File: config.mk
export PLATFORM = sky130hd
export DESIGN_NAME = aes_ram
export DESIGN_NICKNAME = d
export VERILOG_FILES = /design/src/rtl/aes_ram.sv
export SDC_FILE = /design/constraint.sdc
export NUM_CORES = 1
export LEC_CHECK = 0
export BUFFER_PORTS_ARGS = -buffer_cell sky130_fd_sc_hd__buf_2
export CAP_MARGIN = 0
export CORE_ASPECT_RATIO = 1.1
export CORE_MARGIN = 3
export CORE_UTILIZATION = 30
export DETAILED_ROUTE_END_ITERATION = 6
export PLACE_DENSITY = 0.54
export SKIP_CTS_REPAIR_TIMING = 1
export SYNTH_ARGS = -nofsm -noshare
export SYNTH_HDL_FRONTEND = slang
export SYNTH_SLANG_ARGS = --single-unit
File: constraint.sdc
create_clock -name clk -period 6.8 [get_ports clk]
set_input_delay 1.02 -clock clk [delete_from_list [all_inputs] [get_ports clk]]
set_output_delay 1.02 -clock clk [all_outputs]
set_load 0.05 [all_outputs]
File: src/rtl/aes_ram.sv
`default_nettype none
// ----------------------------------------------------------------------------
// Generic RAM
// One write port and one read port with registered read data.
// ----------------------------------------------------------------------------
module aes_ram #(
    parameter int WIDTH = 64,
    parameter int DEPTH = 16
) (
    input  wire logic                     clk,
    input  wire logic                     wr_en,
    input  wire logic [$clog2(DEPTH)-1:0] wr_addr,
    input  wire logic [WIDTH-1:0]         wr_data,
    input  wire logic [$clog2(DEPTH)-1:0] rd_addr,
    output logic      [WIDTH-1:0]         rd_data
);
    logic [WIDTH-1:0] mem [0:DEPTH-1];

    always_ff @(posedge clk)
    begin
        if (wr_en)
        begin
            mem[wr_addr] <= wr_data;
        end
        rd_data <= mem[rd_addr];
    end
endmodule
`default_nettype wire

==> results.yml <==
synth:
  ys_seq_elements: 1088
  yosysWarnings: 0
  synth_area_um2: 39580
  syn_area_per_cell_um2: 24.03
  synth_top_area_share_pct: 77.69
  syn_nets: 1721
  ys_types: 18
  synthTopCellsByArea: "edfxtp_1 (78%), mux4_2 (15%), dfxtp_1 (3.2%), a22oi_1 (2.4%), nand2_1 (0.62%)"
  synth_top_cell_by_area: "edfxtp_1"
  netlist_instances: 1647
  ys_seq_area_share_pct: 80.92
min_path:
  hold_end: "rd_data[12]$_DFF_P_"
  min_path_cells: 3
  min_from: "mem[14][12]$_DFFE_PP_"
  hold_class: "flop to flop"
floorplan:
  initial_core_util_pct: 30.26
  chipWidth_um: 352.3
  core_um2: 130800
  fp.dieH_um: 387.0
  io_pins: 138
  row_count: 139
  dieArea_um2: 136300
critical_path:
  start_kind: "input pin"
  critPathBufInv: 2
  arrival_ns: 3.29
  critPathMaxFanout: 46
  cp-end-kind: "flop"
  critPathTopFamily: "simple AND/OR/NAND/NOR gates"
  worstRegToRegCells: 3
  ff2ff_setup_slack_ns: 5.32
  cp.required_ns: 7.09
  slowest_delay_ns: 0.85
  critPathKind: "input pin to flop"
  rr_startpoint: "mem[11][51]$_DFFE_PP_"
  slowest_stage: "buf_4"
  r2r-end: "rd_data[51]$_DFF_P_"
  worstPathCellList: "buf_2 -> nand3b_1 -> nor2_4 -> buf_4"
clock_network:
  cts.root.buffer_cell: "clkbuf_16"
  cts_tree: "yes"
  clk_latency_ns: 0.70
  htree_levels: 3
  cts_max_path_buffers: 3
  cts_num_sinks: 1088
  numCtsBuffers: 106
  clk_pin_slew_worst_paths_ns: 0.06
timing:
  min_period_over_period_pct: 43.99
  finalMaxSlewViolations: 0
  finalSetupViolations: 0
  tightest_slew_ns: 1.353
  period_minus_slack_ns: 2.992
  hold_viol_final: 0
  max-slew-margin-rel_pct: 9.770
  worst_hold_slack_ns: 0.6634
  clock-skew-final_ns: 0.02372
  rsz0062_at_grt: "false"
  tns_ns: 0
  fmax_mhz: 334.3
routing:
  route.final.wire_length_um: 91450
  wl_per_cell_um: 24.74
  drc: 0
  vias: 17610
  via_per_inst: 4.764
  firstDrtPassIters: 5
  ant_nets: 0
  drtIter0Drc: 1652
outcome:
  status: "finished clean"
global_route:
  use_met3_pct: 2.660
  grt_pass1_vias: 19340
  grt.total_usage_pct: 13.37
  met2_usage_pct: 23.05
  antenna_found_initial: 17
  gr-total-overflow: 0
  grt_pass1_wl_um: 134700
  use_met1_pct: 17.13
  grt_max_degree: 99
  gr-max-usage-layer: "met2"
placement:
  gp_congestion: 0.6976
  port_buffers: 137
  place_hpwl_um: 47160
layout:
  drive_gt1_share_pct: 31.09
  multi_input_area_um2: 7234
  syn_to_final_growth_pct: 15.86
  regArea_um2: 32030
  nets: 1912
  num-fill-cells: 12120
power_and_ir_drop:
  power.density_nw_per_um2: 307.2
  ir_worst_vdd_v: 0.0001753
  p_leak_uw: 0.01440
run:
  drv_cap: 0
[power by group]
group | leakage [µW] | total, µW | internal, µW | switching, µW
combinational | 0.00294 | 798 | 258 | 540
sequential | 0.00979 | 7550 | 7500 | 56.1
clock | 0.00166 | 5740 | 3260 | 2480
total | 0.0144 | 14100 | 11000 | 3080
[state kept, by name, indices dropped and copies added (netlist names)]
name / flops
mem: 1024
rd_data: 64
[synth_stat cells]
cell type and instances:
edfxtp_1 1024, mux4_2 256, a22oi_1 128, nand2_1 65
dfxtp_1 64, clkbuf_1 36, buf_1 16, buf_2 13
buf_6 13, nor2_1 13, buf_4 6, nor3_1 4
nand2b_1 2, nand3b_1 2, nor2b_1 2, and2_1 1
nand3_1 1, or3b_2 1
[placed cells by master, fill, tap and decap left out, types with 3 or more instances in the layout]
cell	instances
clkbuf_16	107
bufinv_16	7
nand2_1	65
buf_2	135
nor2_4	13
clkbuf_8	7
dfxtp_1	64
clkinv_1	13
buf_4	26
edfxtp_1	1024
clkbuf_1	31
a22oi_1	128
mux4_2	256
nor3_2	4
inv_6	3
diode_2	4
clkinv_2	22
buf_12	4
clkinvlp_4	4
[logic make-up after synthesis]
group	after synthesis	share of synthesized area [%]
flip-flops	1088	80.92
multiplexers	256	14.57
AO/OA/AOI/OAI	128	2.428
AND/OR/NAND/NOR	91	0.9420
buffers and inverters	84	1.141
[worst max path at each step]
stage / endpoint / slack (ns) / start / cells after the start
final: mem[10][53]$_DFFE_PP_ / 3.81 / wr_addr[2] / 4
after global routing: mem[10][55]$_DFFE_PP_ / 3.73 / wr_addr[2] / 4
after CTS: mem[10][53]$_DFFE_PP_ / 3.78 / wr_addr[2] / 4
after detailed placement: mem[10][53]$_DFFE_PP_ / 3.04 / wr_addr[2] / 4
after global placement: mem[10][54]$_DFFE_PP_ / 3.09 / wr_addr[2] / 4
after floorplan: mem[0][0]$_DFFE_PP_ / 0.35 / wr_addr[2] / 2
[tightest hold or removal path: cells and delay by family (launching register included)]
kind            cells  cell delay, ns
flops               1            0.31
mux                 1            0.22
compound gates      1            0.06
simple gates        1            0.06
[per-layer routing]
metal	up-vias	routed length [µm]
li1	7442	-
met2	436	46490
met4	10	1850
met3	137	4768
met1	9583	38290
met5	-	53
[cell type report]
class / instances / area share [%]
repair buffers: 167 / 2.139
diodes: 4 / 0.02183
clock buffers: 145 / 6.302
clock inverters: 55 / 1.110
well taps: 1762 / 4.807
flip-flops and latches: 1088 / 69.84
multi-input cells: 475 / 15.77
[stage by stage]
step                      std cells  total power [µW]  util, %  cell area, µm²  worst slack [ns]
after global placement         3492              8498    32.46           42450             3.087
final                          3696             14090    35.07           45860             3.808
after CTS                      3692             14290    35.06           45850             3.779
after global routing           3692             14580    35.06           45850             3.732
after detailed placement       3492              8519    32.46           42450             3.040
after floorplan                1647              8193        -           39580            0.3512
Note: power is estimated with default switching activity, not from simulation.
